$ cat config.mk
export PLATFORM = sky130hd
export DESIGN_NAME = wfq_ctrl
export DESIGN_NICKNAME = d
export VERILOG_FILES = /design/src/rtl/wfq_pkg.sv /design/src/rtl/wfq_ctrl.sv
export SDC_FILE = /design/constraint.sdc
export NUM_CORES = 1
export LEC_CHECK = 0
export BUFFER_PORTS_ARGS = -buffer_cell sky130_fd_sc_hd__clkbuf_2
export CAP_MARGIN = 10
export CORE_AREA = 5 5 42 44
export DETAILED_ROUTE_END_ITERATION = 12
export DIE_AREA = 0 0 47 49
export GPL_ROUTABILITY_DRIVEN = 0
export SYNTH_ARGS = -nofsm -noshare
export SYNTH_HDL_FRONTEND = slang
export SYNTH_SLANG_ARGS = --single-unit
$ cat constraint.sdc
create_clock -name clk -period 1.9 [get_ports clk]
set_input_delay 0 -clock clk [delete_from_list [all_inputs] [get_ports clk]]
set_output_delay 0 -clock clk [all_outputs]
set_load 0.01 [all_outputs]
$ cat src/rtl/wfq_pkg.sv
package wfq_pkg;

	// register indexes
	localparam logic [2:0] REG_SITES = 3'd0;
	localparam logic [2:0] REG_W0    = 3'd1;
	localparam logic [2:0] REG_W1    = 3'd2;
	localparam logic [2:0] REG_W2    = 3'd3;
	localparam logic [2:0] REG_W3    = 3'd4;

	localparam int FIN_W  = 48;
	localparam int DONE_W = 22;
	localparam int NUM_W  = 48;

	// controller to datapath commands
	typedef struct packed {
		logic load;
		logic fin_start;
		logic fin_next;
		logic div_start;
		logic fin_write;
		logic scan_clear;
		logic scan_step;
		logic emit;
		logic batch_clear;
	} wfq_cmd_t;

	// datapath status back to controller
	typedef struct packed {
		logic div_done;
		logic fin_last;
		logic fin_skip;
		logic scan_last;
		logic none_left;
		logic empty;
	} wfq_stat_t;

endpackage

$ cat src/rtl/wfq_ctrl.sv
module wfq_ctrl import wfq_pkg::*; (
	input  logic      clk,
	input  logic      arst_n,
	input  logic      start,
	input  logic      batch_end,
	input  wfq_stat_t stat,
	output wfq_cmd_t  cmd,
	output logic      busy
);

	localparam logic [2:0] ST_LOAD = 3'd0;
	localparam logic [2:0] ST_FIN  = 3'd1;
	localparam logic [2:0] ST_DIV  = 3'd2;
	localparam logic [2:0] ST_SCAN = 3'd3;
	localparam logic [2:0] ST_EMIT = 3'd4;
	localparam logic [2:0] ST_FRD  = 3'd5;
	localparam logic [2:0] ST_WAIT = 3'd6;

	logic [2:0] state_q, state_d;

	always_comb begin
		cmd = '0;
		state_d = state_q;
		case (state_q)
			ST_LOAD: if (start) begin
				cmd.load = 1'b1;
				if (batch_end) begin
					cmd.fin_start = 1'b1;
					state_d = ST_FRD;
				end
			end
			// store read latency
			ST_FRD: state_d = ST_FIN;
			ST_FIN: begin
				// empty store: nothing to schedule
				if (stat.empty) begin
					cmd.batch_clear = 1'b1;
					state_d = ST_LOAD;
				end else if (stat.fin_skip) begin
					if (stat.fin_last) begin
						cmd.scan_clear = 1'b1;
						state_d = ST_SCAN;
					end else begin
						cmd.fin_next = 1'b1;
						state_d = ST_FRD;
					end
				end else begin
					cmd.div_start = 1'b1;
					state_d = ST_DIV;
				end
			end
			ST_DIV: if (stat.div_done) begin
				cmd.fin_write = 1'b1;
				if (stat.fin_last) begin
					cmd.scan_clear = 1'b1;
					state_d = ST_SCAN;
				end else begin
					cmd.fin_next = 1'b1;
					state_d = ST_FRD;
				end
			end
			ST_SCAN: begin
				cmd.scan_step = 1'b1;
				if (stat.scan_last) state_d = ST_WAIT;
			end
			// last compare settles
			ST_WAIT: state_d = ST_EMIT;
			ST_EMIT: begin
				if (stat.none_left) begin
					cmd.batch_clear = 1'b1;
					state_d = ST_LOAD;
				end else begin
					cmd.emit = 1'b1;
					cmd.scan_clear = 1'b1;
					state_d = ST_SCAN;
				end
			end
			default: state_d = ST_LOAD;
		endcase
	end

	always_ff @(posedge clk or negedge arst_n) begin
		if (!arst_n) state_q <= ST_LOAD;
		else state_q <= state_d;
	end

	assign busy = state_q != ST_LOAD;

endmodule

==> results of run 1 <==
[placed cells by master (no fill, tap or decap), drive strengths merged, types with 2 or more instances in the layout]
cell type / n
o21ai: 2
and2: 2
nor2: 4
nand2b: 5
clkbuf: 23
nor2b: 2
dfrtp: 3
inv: 4
a21oi: 2
nand2: 4
nand3: 2
nor3b: 2
[worst max path at each step]
stage | start | slack [ns] | to
floorplan | state_q[0] | 0.77 | state_q[0]
global placement | state_q[1] | 0.58 | state_q[0]
detailed placement | state_q[1] | 0.60 | state_q[0]
CTS | state_q[2] | 0.36 | cmd[3]
global route | state_q[2] | 0.26 | cmd[3]
finish | state_q[2] | 0.38 | cmd[3]
[cell type report]
cell class,instances,area [um^2],area share (%)
timing repair buffer,20,105.1,20.64
tap,16,20.02,3.931
clock buffer,4,26.28,5.160
multi-input combinational,36,267.8,52.58
inverter,4,15.01,2.948
sequential,3,75.07,14.74
[tightest hold or removal path, cell delays in order]
cell	delay, ns
sky130_fd_sc_hd__clkbuf_2	0.09
sky130_fd_sc_hd__inv_1	0.04
sky130_fd_sc_hd__a32o_1	0.12
[repair_timing]
item                      in CTS  in global routing
hold endpoints to repair       3                  0
buffers inserted               0                  0
hold buffers                   1                  0
[power by group]
group          total [W]  switching [W]  internal, W  leakage, nW
logic           0.000409       0.000193     0.000216        0.201
registers       0.000212       0.000116    0.0000969       0.0367
clock network   0.000113      0.0000338    0.0000787       0.0150
[stage by stage]
| step | hold WS, ns | util (%) | power (W) | setup WS, ns | std cells |
|---|---|---|---|---|---|
| floorplan | -0.2956 | - | 0.0005522 | 0.7676 | 46 |
| global placement | -0.2019 | 33.75 | 0.0006219 | 0.5811 | 78 |
| detailed placement | -0.2016 | 33.75 | 0.0006239 | 0.5968 | 78 |
| CTS | 0.05443 | 36.34 | 0.0007403 | 0.3579 | 83 |
| global route | 0.06123 | 36.34 | 0.0008130 | 0.2632 | 83 |
| finish | 0.05941 | 36.34 | 0.0007345 | 0.3844 | 83 |
[metal layers]
layer	GRT usage [%]	wire, um	part of all wire (%)	vias up
li1	-	-	-	206
met1	13.94	466	48	167
met5	0	0	0	-
met3	4.059	88	9.1	0
met2	14.93	413	43	22
met4	4.147	0	0	0
[kinds of logic (layout without fill, tap and decap cells)]
| logic type | count (synthesis) | count (layout) | synth area share (%) |
|---|---|---|---|
| simple gates | 26 | 26 | 50.64 |
| flops | 3 | 3 | 19.35 |
| compound gates | 10 | 10 | 18.39 |
| buf+inv | 7 | 28 | 11.61 |
==> Implementation_results.wiki, run 1 <==
{| class="wikitable"
! Metric !! Value
|-
| Logic depth of the worst path, buffers included || 4
|-
| Library cell occupying the most area in the post-synthesis netlist || sky130_fd_sc_hd__dfrtp_1
|-
| Count of TritonRoute iterations in the first routing pass || 2
|-
| Flops & latches, synth || 3
|-
| Total setup violations reported at the end of the flow || 0
|-
| Max transition margin || around two thirds
|-
| Wire length per cell after detailed routing || ~12 um
|-
| Top post-synthesis cells by count || sky130_fd_sc_hd__nand2b_1, sky130_fd_sc_hd__nand2_1, sky130_fd_sc_hd__nor2_1, sky130_fd_sc_hd__dfrtp_1, sky130_fd_sc_hd__inv_1
|-
| End of the worst register-to-register path || state_q[0]
|-
| Maximum buffer depth of the clock tree || 2
|-
| Nets || slightly below 80
|-
| Highest ir drop seen on vdd || 0.6372 mV
|-
| Core area || 1401 um^2
|-
| Yosys cell types || 27
|-
| Slew at the pin with the worst max-slew slack || a little over 0.5 ns
|-
| Post-synthesis instance area || between 300 and 400 um^2
|-
| Largest net degree at the start of global routing || 12
|-
| Worst skew pair latency || between 0.2 and 0.25 ns
|-
| Setup slack on the worst flop-to-flop path || approximately 0.57 ns
|-
| Post-DP HPWL || 751.7 um
|-
| Max-cap violation count || 0
|-
| Global-route wire length before repair || between 1.5 and 2 mm
|-
| Die width || 47 um
|-
| Quantity of gates resized following cts || 0
|-
| Cell with the most instances after synthesis || sky130_fd_sc_hd__nand2b_1
|-
| Largest stage delay, worst path || about 0.65 ns
|-
| Design Area, Final || around 500 um^2
|-
| Vias in the first global route || approximately 410
|-
| Number of buffers created by CTS || 3
|-
| Largest cells by area after synthesis || sky130_fd_sc_hd__dfrtp_1, sky130_fd_sc_hd__nand2b_1, sky130_fd_sc_hd__buf_6, sky130_fd_sc_hd__nor4_4, sky130_fd_sc_hd__nand3b_4
|-
| FP Rows || 14
|-
| Initial detailed-routing violation count || 7
|-
| Top Ports || 20
|-
| Critical path capture point type || primary output
|-
| Power density over the cells || about 1400 nW/um^2
|-
| Setup repair after global routing missed its margin || false
|-
| Share of post-route cells with drive strength above 1 || 44.78%
|-
| ANT nets after route || 0
|-
| Nets in the synthesized netlist || 56
|-
| Tot GR Track Use || a little over a tenth
|-
| Gate family responsible for the most delay along the worst path || flip-flops
|-
| H-tree lvl count || 1
|-
| Remaining global-route overflow || 0
|-
| Filler instances || 160
|-
| Required time of the critical path || about 1.9 ns
|-
| Beginning of the worst register-to-register path || state_q[2]
|-
| Die outline area || between 2000 and 2500 um^2
|-
| Antenna violations before repair || 0
|-
| Hold Path Class || input port to flop
|-
| Status || finished clean
|-
| Number of vias per cell || roughly 4.8
|-
| Endpoint, Worst Hold || state_q[0]
|-
| Final sum of negative setup slack || 0 ns
|-
| Fraction of post-synthesis cell area in the top cell type by area || between 10% and 20%
|-
| Mapped Cells || between 40 and 50
|-
| Depth of the worst hold-timing path || 3
|-
| Max Freq || approximately 0.66 GHz
|-
| Launching element type of the critical path || flop
|-
| Most flops, register || state_q
|-
| Final-report max-slew violation count || 0
|-
| Mean cell area of the mapped netlist || 8.432 um^2
|-
| Critical Setup Path Class || flop to primary output
|-
| Static Leak || approximately 0.25 nW
|-
| Final Hold Vio Count || 0
|-
| Maximum fanout encountered on the critical timing path || 10
|-
| Clock Skews || 0.001430 ns
|-
| Hold path start || stat[2]
|-
| Reg clk slew, reported paths || 0.04 ns
|-
| Number of design rule violations left after detail routing || 0
|-
| Number of enable flip-flop cells after synthesis || 0
|-
| Post-synthesis sequential area ratio || roughly a fifth
|-
| Vertical die dimension || 49 um
|-
| Top Registers || state_q (3)
|-
| Cell at the slowest stage of the critical path || sky130_fd_sc_hd__dfrtp_1
|-
| Cell at the root of the clock tree || sky130_fd_sc_hd__clkbuf_4
|-
| Initial core utilization || about 28%
|-
| Number of flip-flops under the largest register name || 3
|-
| Yosys synthesis warning count || 0
|-
| Sinks on the clock net || 3
|-
| DP Area || 473.0 um^2
|-
| Proportion of register bits with asynchronous set or reset after synthesis || 100.0%
|-
| Total routed wirelength || 967 um
|-
| Relative area change from synthesis to final layout || 31.29%
|-
| Diode insertion count for antenna repair || 0
|-
| Arrival time worst endpoint || approximately 1.5 ns
|-
| Number of I/O port buffers || 19
|-
| Cells on worst reg2reg path || 3
|-
| Clock tree from TritonCTS || yes
|-
| Cells along the critical path || inv_2 -> nor4_4 -> a31o_2 -> clkbuf_2
|-
| Post-layout minimum cycle time || roughly 1.5 ns
|-
| Top FF cell, synth || sky130_fd_sc_hd__dfrtp_1
|-
| Final critical-path share of the clock period || 79.77%
|-
| Via count of the routed design || ~400
|-
| Worst Path Buf+Inv || 2
|}
(Power assumes the default switching activity.)
==> run 2, diff against run 1 <==
--- a/config.mk
+++ b/config.mk
@@ -5,6 +5,7 @@
 export SDC_FILE = /design/constraint.sdc
 export NUM_CORES = 1
 export LEC_CHECK = 0
+export ABC_AREA = 1
 export BUFFER_PORTS_ARGS = -buffer_cell sky130_fd_sc_hd__clkbuf_2
 export CAP_MARGIN = 10
 export CORE_AREA = 5 5 42 44
==> constraint.sdc (replaced) <==
create_clock -name clk -period 1.5 [get_ports clk]
set_input_delay 0 -clock clk [delete_from_list [all_inputs] [get_ports clk]]
set_output_delay 0 -clock clk [all_outputs]
set_load 0.01 [all_outputs]
==> Implementation_results.wiki, run 2 <==
{| class="wikitable"
! Metric !! Value
|-
| Final Hold Vio Count || 0 (unchanged)
|-
| Tot GR Track Use || 9.289% (-1.2 points)
|-
| Power density over the cells || 1813 nW/um^2 (+26%)
|-
| Top Registers || state_q (3)
|-
| Source of the critical timing path || state_q[1]
|-
| Number of flip-flops under the largest register name || 3 (unchanged)
|-
| Hold Slack || 0.05000 ns (-0.009409 ns)
|-
| Yosys synthesis warning count || 0 (unchanged)
|-
| Diode insertion count for antenna repair || 0 (unchanged)
|-
| Slew at the pin with the worst max-slew slack || 0.2142 ns (-0.2900 ns)
|-
| Endpoint, Worst Hold || state_q[0]
|-
| Final critical-path share of the clock period || between 90% and 100%
|-
| Required time of the critical path || 1.50 ns (-0.40 ns)
|-
| Core area || 1401 um^2 (unchanged)
|-
| Launching element type of the critical path || flop
|-
| Clock tree from TritonCTS || yes
|-
| Vertical die dimension || 49 um (unchanged)
|-
| Beginning of the worst register-to-register path || state_q[2]
|-
| Final-report max-slew violation count || 0 (unchanged)
|-
| Relative area change from synthesis to final layout || 52.25%
|-
| Critical Setup Path Class || flop to primary output
|-
| Number of buffers created by CTS || 3 (unchanged)
|-
| Hold Path Class || input port to flop
|-
| End of the worst register-to-register path || state_q[0]
|-
| Post-synthesis sequential area ratio || 20.76% (+1.4 points)
|-
| Die width || 47 um (unchanged)
|-
| Cell Count Post-Placement || 94 (+21%)
|-
| Max transition margin || 85.59% (+19 points)
|-
| Nets in the synthesized netlist || 70 (+25%)
|-
| H-tree lvl count || 1 (unchanged)
|-
| Total design power || 0.0009979 W (+36%)
|-
| Wire length per cell after detailed routing || 10.45 um (-10%)
|-
| Initial core utilization || 25.80% (-1.9 points)
|-
| Cell with the most instances after synthesis || sky130_fd_sc_hd__nand2_1
|-
| Setup slack on the worst flop-to-flop path || 0.29 ns (-0.28 ns)
|-
| Number of enable flip-flop cells after synthesis || 0 (unchanged)
|-
| Library cell occupying the most area in the post-synthesis netlist || sky130_fd_sc_hd__dfrtp_1
|-
| Nets || 99 (+27%)
|-
| Sinks on the clock net || 3 (unchanged)
|-
| Fraction of post-synthesis cell area in the top cell type by area || 20.76% (+1.4 points)
|-
| Most flops, register || state_q
|-
| Number of design rule violations left after detail routing || 0 (unchanged)
|-
| Initial detailed-routing violation count || 10 (+3)
|-
| Post-synthesis instance area || 361.6 um^2 (-6.8%)
|-
| Static Leak || 0.3243 nW (+28%)
|-
| Commonest cells after routing, fill and taps aside || sky130_fd_sc_hd__clkbuf_2, sky130_fd_sc_hd__nand2_1, sky130_fd_sc_hd__inv_1
|-
| Via count of the routed design || 496 (+26%)
|-
| Critical path capture point type || primary output
|-
| Mapped Cells || 60 (+30%)
|-
| Reg clk slew, reported paths || 0.04 ns (about the same)
|-
| Number of vias per cell || 4.769 (+0.21%)
|-
| Remaining global-route overflow || 0 (unchanged)
|-
| Global-route wire length before repair || 1.656 mm (-7.7%)
|-
| Die outline area || 2303 um^2 (unchanged)
|-
| Maximum buffer depth of the clock tree || 2 (unchanged)
|-
| Post-layout minimum cycle time || ~1.4 ns
|-
| Largest cells by area after synthesis || sky130_fd_sc_hd__dfrtp_1, sky130_fd_sc_hd__nand2_1, sky130_fd_sc_hd__inv_1, sky130_fd_sc_hd__nand3_1, sky130_fd_sc_hd__nor2_1
|-
| Max Freq || roughly 0.72 GHz
|-
| Design Area, Final || 550.5 um^2 (+8.1%)
|-
| Antenna violations before repair || 0 (unchanged)
|-
| Most common cell after layout, fill and taps aside || sky130_fd_sc_hd__clkbuf_2
|-
| Arrival time worst endpoint || 1.39 ns (-0.13 ns)
|-
| FP Rows || 14 (unchanged)
|-
| Highest ir drop seen on vdd || 0.8117 mV (+27%)
|-
| Worst skew pair latency || 0.24 ns (about the same)
|-
| Top post-synthesis cells by count || sky130_fd_sc_hd__nand2_1, sky130_fd_sc_hd__inv_1, sky130_fd_sc_hd__nand3_1, sky130_fd_sc_hd__nor2_1
|-
| Total routed wirelength || 1.087 mm (+12%)
|-
| Status || finished clean
|-
| ANT nets after route || 0 (unchanged)
|-
| Top FF cell, synth || sky130_fd_sc_hd__dfrtp_1
|-
| Hold path start || stat[2]
|-
| Max-cap violation count || 0 (unchanged)
|-
| Mean cell area of the mapped netlist || 6.027 um^2 (-29%)
|-
| Yosys cell types || 18 (-33%)
|-
| Maximum fanout encountered on the critical timing path || 6 (-4)
|-
| Number of I/O port buffers || 19 (unchanged)
|-
| Post-route non-filler standard cell count || 104 (+25%)
|-
| Proportion of register bits with asynchronous set or reset after synthesis || 100.0% (unchanged)
|-
| Vias in the first global route || 423 (+2.4%)
|-
| Total setup violations reported at the end of the flow || 0 (unchanged)
|-
| Cells on worst reg2reg path || 7 (+4)
|-
| Post-DP HPWL || 830 um (+10%)
|-
| Flops & latches, synth || 3 (unchanged)
|-
| Depth of the worst hold-timing path || 4 (+1)
|-
| DP Area || 465.4 um^2 (-1.6%)
|-
| Largest net degree at the start of global routing || 10 (-2)
|-
| Share of post-route cells with drive strength above 1 || 46.59% (+1.8 points)
|-
| Count of TritonRoute iterations in the first routing pass || 5 (+3)
|-
| Clock Skews || 0.002002 ns (+0.0005719 ns)
|-
| Final sum of negative setup slack || 0 ns (unchanged)
|-
| Cell at the root of the clock tree || sky130_fd_sc_hd__clkbuf_4
|-
| Top Ports || 20 (unchanged)
|}
run 2: changes by cell type after synthesis, moves of 2 or more:
| cell | previous run | this run |
|---|---|---|
| sky130_fd_sc_hd__nand2_1 | 4 | 14 |
| sky130_fd_sc_hd__inv_1 | 3 | 10 |
| sky130_fd_sc_hd__nand2b_1 | 5 | 0 |
| sky130_fd_sc_hd__nand3_1 | 2 | 7 |
| sky130_fd_sc_hd__nand2_2 | 0 | 3 |
| sky130_fd_sc_hd__and2_1 | 2 | 0 |
| sky130_fd_sc_hd__nand3_2 | 0 | 2 |
| sky130_fd_sc_hd__nor2_1 | 4 | 6 |
| sky130_fd_sc_hd__nor2_2 | 0 | 2 |
run 2: worst max-delay path, stage by stage, from the launching register on:
cell                       delay, ns
sky130_fd_sc_hd__dfrtp_2        0.45
sky130_fd_sc_hd__inv_4          0.10
sky130_fd_sc_hd__nand2_2        0.07
sky130_fd_sc_hd__nor2_4         0.12
sky130_fd_sc_hd__nand2_1        0.08
sky130_fd_sc_hd__o21ai_1        0.08
sky130_fd_sc_hd__nand2_1        0.06
sky130_fd_sc_hd__nand2_1        0.05
sky130_fd_sc_hd__clkbuf_2       0.13
run 2: power by group:
part | switching [W] | leakage [nW] | internal [W]
sequential | 0.0000941 | 0.0339 | 0.000128
combinational | 0.000352 | 0.275 | 0.000276
clock | 0.0000474 | 0.0150 | 0.000100
total | 0.000493 | 0.324 | 0.000505
run 2: final cells by class:
type | count | area (um^2)
Sequential cell | 3 | 78.83
Fill cell | 167 | 850.8
Clock buffer | 4 | 26.28
Inverter | 12 | 47.55
Timing Repair Buffer | 25 | 142.6
Tap cell | 16 | 20.02
Multi-Input combinational cell | 44 | 235.2
run 2: worst max-delay path by stage:
stage | endpoint | slack (ns) | cells past startpoint
2_1_floorplan | state_q[1] | 0.40 | 7
3_3_place_gp | cmd[3] | 0.30 | 6
3_5_place_dp | state_q[1] | 0.24 | 6
4_1_cts | cmd[3] | 0.008 | 6
5_1_grt | cmd[3] | -0.009 | 6
6_report | cmd[3] | 0.11 | 8
run 2: repair_timing:
action / CTS / global route
hold buffers: 1 / 0
hold endpoints to repair: 3 / 0
gates resized for setup: 0 / 5
endpoints found under the setup margin: 0 / 2
buffers inserted: 0 / 5
run 2: kinds of logic after synthesis:
| kind of cell | after synthesis | synth area share, % |
|---|---|---|
| AOI/OAI and AO/OA | 7 | 12.46 |
| DFF | 3 | 20.76 |
| and+or+nand+nor | 37 | 51.21 |
| buffers and inverters | 13 | 15.57 |
run 2: metal layers:
layer	part of all wire [%]	track usage, %	wire (um)	vias to the layer above
met1	41	12.28	447	222
met4	0.55	2.765	6	0
met5	0	0	0	-
li1	-	-	-	250
met2	50	14.25	541	22
met3	8.5	2.583	92	2
run 2: metrics by stage:
step	utilization (%)	setup slack [ns]
after floorplan	-	0.3990
after global placement	33.21	0.3025
after detailed placement	33.21	0.2427
after CTS	35.80	0.007735
after global routing	39.29	-0.008676
final	39.29	0.1116
==> run 3, diff against run 2 <==
--- a/config.mk
+++ b/config.mk
@@ -8,10 +8,11 @@
 export ABC_AREA = 1
 export BUFFER_PORTS_ARGS = -buffer_cell sky130_fd_sc_hd__clkbuf_2
 export CAP_MARGIN = 10
-export CORE_AREA = 5 5 42 44
+export CORE_AREA = 2 2 39 41
 export DETAILED_ROUTE_END_ITERATION = 12
-export DIE_AREA = 0 0 47 49
+export DIE_AREA = 0 0 41 43
 export GPL_ROUTABILITY_DRIVEN = 0
+export PLACE_DENSITY = 0.58
 export SYNTH_ARGS = -nofsm -noshare
 export SYNTH_HDL_FRONTEND = slang
 export SYNTH_SLANG_ARGS = --single-unit
==> Implementation_results.wiki, run 3 (same netlist as run 2, synthesis figures left out) <==
{| class="wikitable"
! Metric !! Value
|-
| Max transition margin || 84.50% (-1.1 points)
|-
| Final sum of negative setup slack || 0 ns (unchanged)
|-
| Cells on worst reg2reg path || 8 (+1)
|-
| Post-layout minimum cycle time || 1.370 ns (-0.01852 ns)
|-
| Core area || 1384 um^2 (-1.2%)
|-
| Slew at the pin with the worst max-slew slack || 0.2304 ns (+0.01626 ns)
|-
| Area taken by multi-input logic gates || 235.2 um^2 (unchanged)
|-
| Power density over the cells || 1730 nW/um^2 (-4.6%)
|-
| Max-cap violation count || 0 (unchanged)
|-
| Final critical-path share of the clock period || 91.33% (-1.2 points)
|-
| Arrival time worst endpoint || 1.37 ns (-0.02 ns)
|-
| Antenna violations before repair || 0 (unchanged)
|-
| Static Leak || 0.3093 nW (-4.7%)
|-
| Nets || 96 (-3.0%)
|-
| Max Freq || 0.7300 GHz (+1.4%)
|-
| CP most frequent cell || sky130_fd_sc_hd__nand2_1
|-
| Global-route wire length before repair || 1.455 mm (-12%)
|-
| Launching element type of the critical path || flop
|-
| Critical Setup Path Class || flop to primary output
|-
| Clock tree from TritonCTS || yes
|-
| Cell at the root of the clock tree || sky130_fd_sc_hd__clkbuf_4
|-
| Beginning of the worst register-to-register path || state_q[1]
|-
| Largest net degree at the start of global routing || 10 (unchanged)
|-
| Post-DP HPWL || 769.2 um (-7.3%)
|-
| Top Ports || 20 (unchanged)
|-
| Diode insertion count for antenna repair || 0 (unchanged)
|-
| Status || finished clean
|-
| Count of TritonRoute iterations in the first routing pass || 4 (-1)
|-
| Setup slack on the worst flop-to-flop path || 0.36 ns (+0.07 ns)
|-
| Post-route non-filler standard cell count || 101 (-2.9%)
|-
| Total setup violations reported at the end of the flow || 0 (unchanged)
|-
| Hold Path Class || input port to flop
|-
| Required time of the critical path || 1.50 ns (about the same)
|-
| Final-report max-slew violation count || 0 (unchanged)
|-
| Vias in the first global route || 368 (-13%)
|-
| Cell at the slowest stage of the critical path || sky130_fd_sc_hd__dfrtp_2
|-
| Worst skew pair latency || 0.23 ns (about the same)
|-
| Tot GR Track Use || 11.68% (+2.4 points)
|-
| Remaining global-route overflow || 0 (unchanged)
|-
| Relative area change from synthesis to final layout || 46.02%
|-
| Share of post-route cells with drive strength above 1 || 44.71% (-1.9 points)
|-
| Cells along the critical path || inv_4 -> nand2_2 -> nor2_4 -> nand2_1 -> o21ai_1 -> nand2_1 -> nand2_1 -> clkbuf_2
|-
| Hold path start || stat[2]
|-
| Number of buffers created by CTS || 3 (unchanged)
|-
| Vertical die dimension || 43 um (-12%)
|-
| Maximum buffer depth of the clock tree || 2 (unchanged)
|-
| Filler instances || 159 (-4.8%)
|-
| Depth of the worst hold-timing path || 4 (unchanged)
|-
| Number of flip-flops under the largest register name || 3 (unchanged)
|-
| H-tree lvl count || 1 (unchanged)
|-
| Reg clk slew, reported paths || 0.04 ns (about the same)
|-
| Commonest cells after routing, fill and taps aside || sky130_fd_sc_hd__clkbuf_2, sky130_fd_sc_hd__nand2_1, sky130_fd_sc_hd__inv_1
|-
| FP Rows || 14 (unchanged)
|-
| Total routed wirelength || 920 um (-15%)
|-
| ANT nets after route || 0 (unchanged)
|-
| Die width || 41 um (-13%)
|-
| Final Hold Vio Count || 0 (unchanged)
|-
| Number of design rule violations left after detail routing || 0 (unchanged)
|-
| Endpoint, Worst Hold || state_q[0]
|-
| Largest stage delay, worst path || 0.44 ns (about the same)
|-
| Clock Skews || 0.0003519 ns (-0.001650 ns)
|-
| Sequential Area || 78.83 um^2 (unchanged)
|-
| Initial core utilization || 26.13% (+0.33 points)
|-
| Initial detailed-routing violation count || 3 (-7)
|-
| Die outline area || 1763 um^2 (-23%)
|-
| Top Registers || state_q (3)
|-
| Number of I/O port buffers || 19 (unchanged)
|-
| Maximum fanout encountered on the critical timing path || 6 (unchanged)
|-
| Most flops, register || state_q
|-
| Wire length per cell after detailed routing || 9.109 um (-13%)
|-
| End of the worst register-to-register path || state_q[1]
|-
| Most common cell after layout, fill and taps aside || sky130_fd_sc_hd__clkbuf_2
|-
| Sinks on the clock net || 3 (unchanged)
|-
| Via count of the routed design || 470 (-5.2%)
|-
| Source of the critical timing path || state_q[1]
|-
| Highest ir drop seen on vdd || 0.6628 mV (-18%)
|-
| Number of vias per cell || 4.653 (-2.4%)
|-
| Critical path capture point type || primary output
|-
| Setup repair after global routing missed its margin || false
|-
| Cell Count Post-Placement || 94 (unchanged)
|}
==> run 3: per-stage QoR <==
step	power, W	setup slack [ns]	cell area [um^2]	util (%)	hold slack, ns
after floorplan	0.0005883	0.3990	361.6	-	-0.2956
after global placement	0.0007077	0.2985	465.4	33.63	-0.2015
after detailed placement	0.0007234	0.2461	465.4	33.63	-0.2015
after CTS	0.0008684	0.001566	501.7	36.26	0.07226
after global routing	0.001017	0.005196	528.0	38.16	0.09372
final	0.0009133	0.1301	528.0	38.16	0.06402
==> run 3: what timing repair did <==
action / CTS / global route
hold buffers: 1 / 0
buffers inserted: 0 / 2
resized for setup: 0 / 5
endpoints found under the hold margin: 3 / 0
endpoints found under the setup margin: 0 / 2
==> run 3: worst max path at each step <==
stage / to / cells after the start
finish: cmd[3] / 8
detailed placement: state_q[1] / 6
CTS: cmd[3] / 6
floorplan: state_q[1] / 7
global placement: cmd[3] / 8
global route: cmd[3] / 6
==> run 3: routing by layer <==
layer	global-route usage, %	up-vias	wire (um)
met4	2.000	0	0
met5	0	-	0
met3	3.141	0	65
li1	-	243	-
met2	17.19	18	445
met1	16.88	209	409
==> run 3: area by class of cell <==
| type | instances | share of cell area (%) |
|---|---|---|
| sequential | 3 | 14.93 |
| multi-input combinational | 44 | 44.55 |
| tap | 16 | 3.791 |
| timing repair buffer | 22 | 22.75 |
| inverter | 12 | 9.005 |
| clock buffer | 4 | 4.976 |
==> run 3: critical path: cells and delay by family, from the launching register on <==
family          cells  cell delay (ns)
compound gates      1             0.08
buf+inv             2             0.22
flops               1             0.44
simple gates        5             0.39
==> run 3: power by group <==
group / internal (W) / switching, W
clock: 0.0000994 / 0.0000376
combinational: 0.000230 / 0.000321
sequential: 0.000128 / 0.0000970
total: 0.000457 / 0.000456
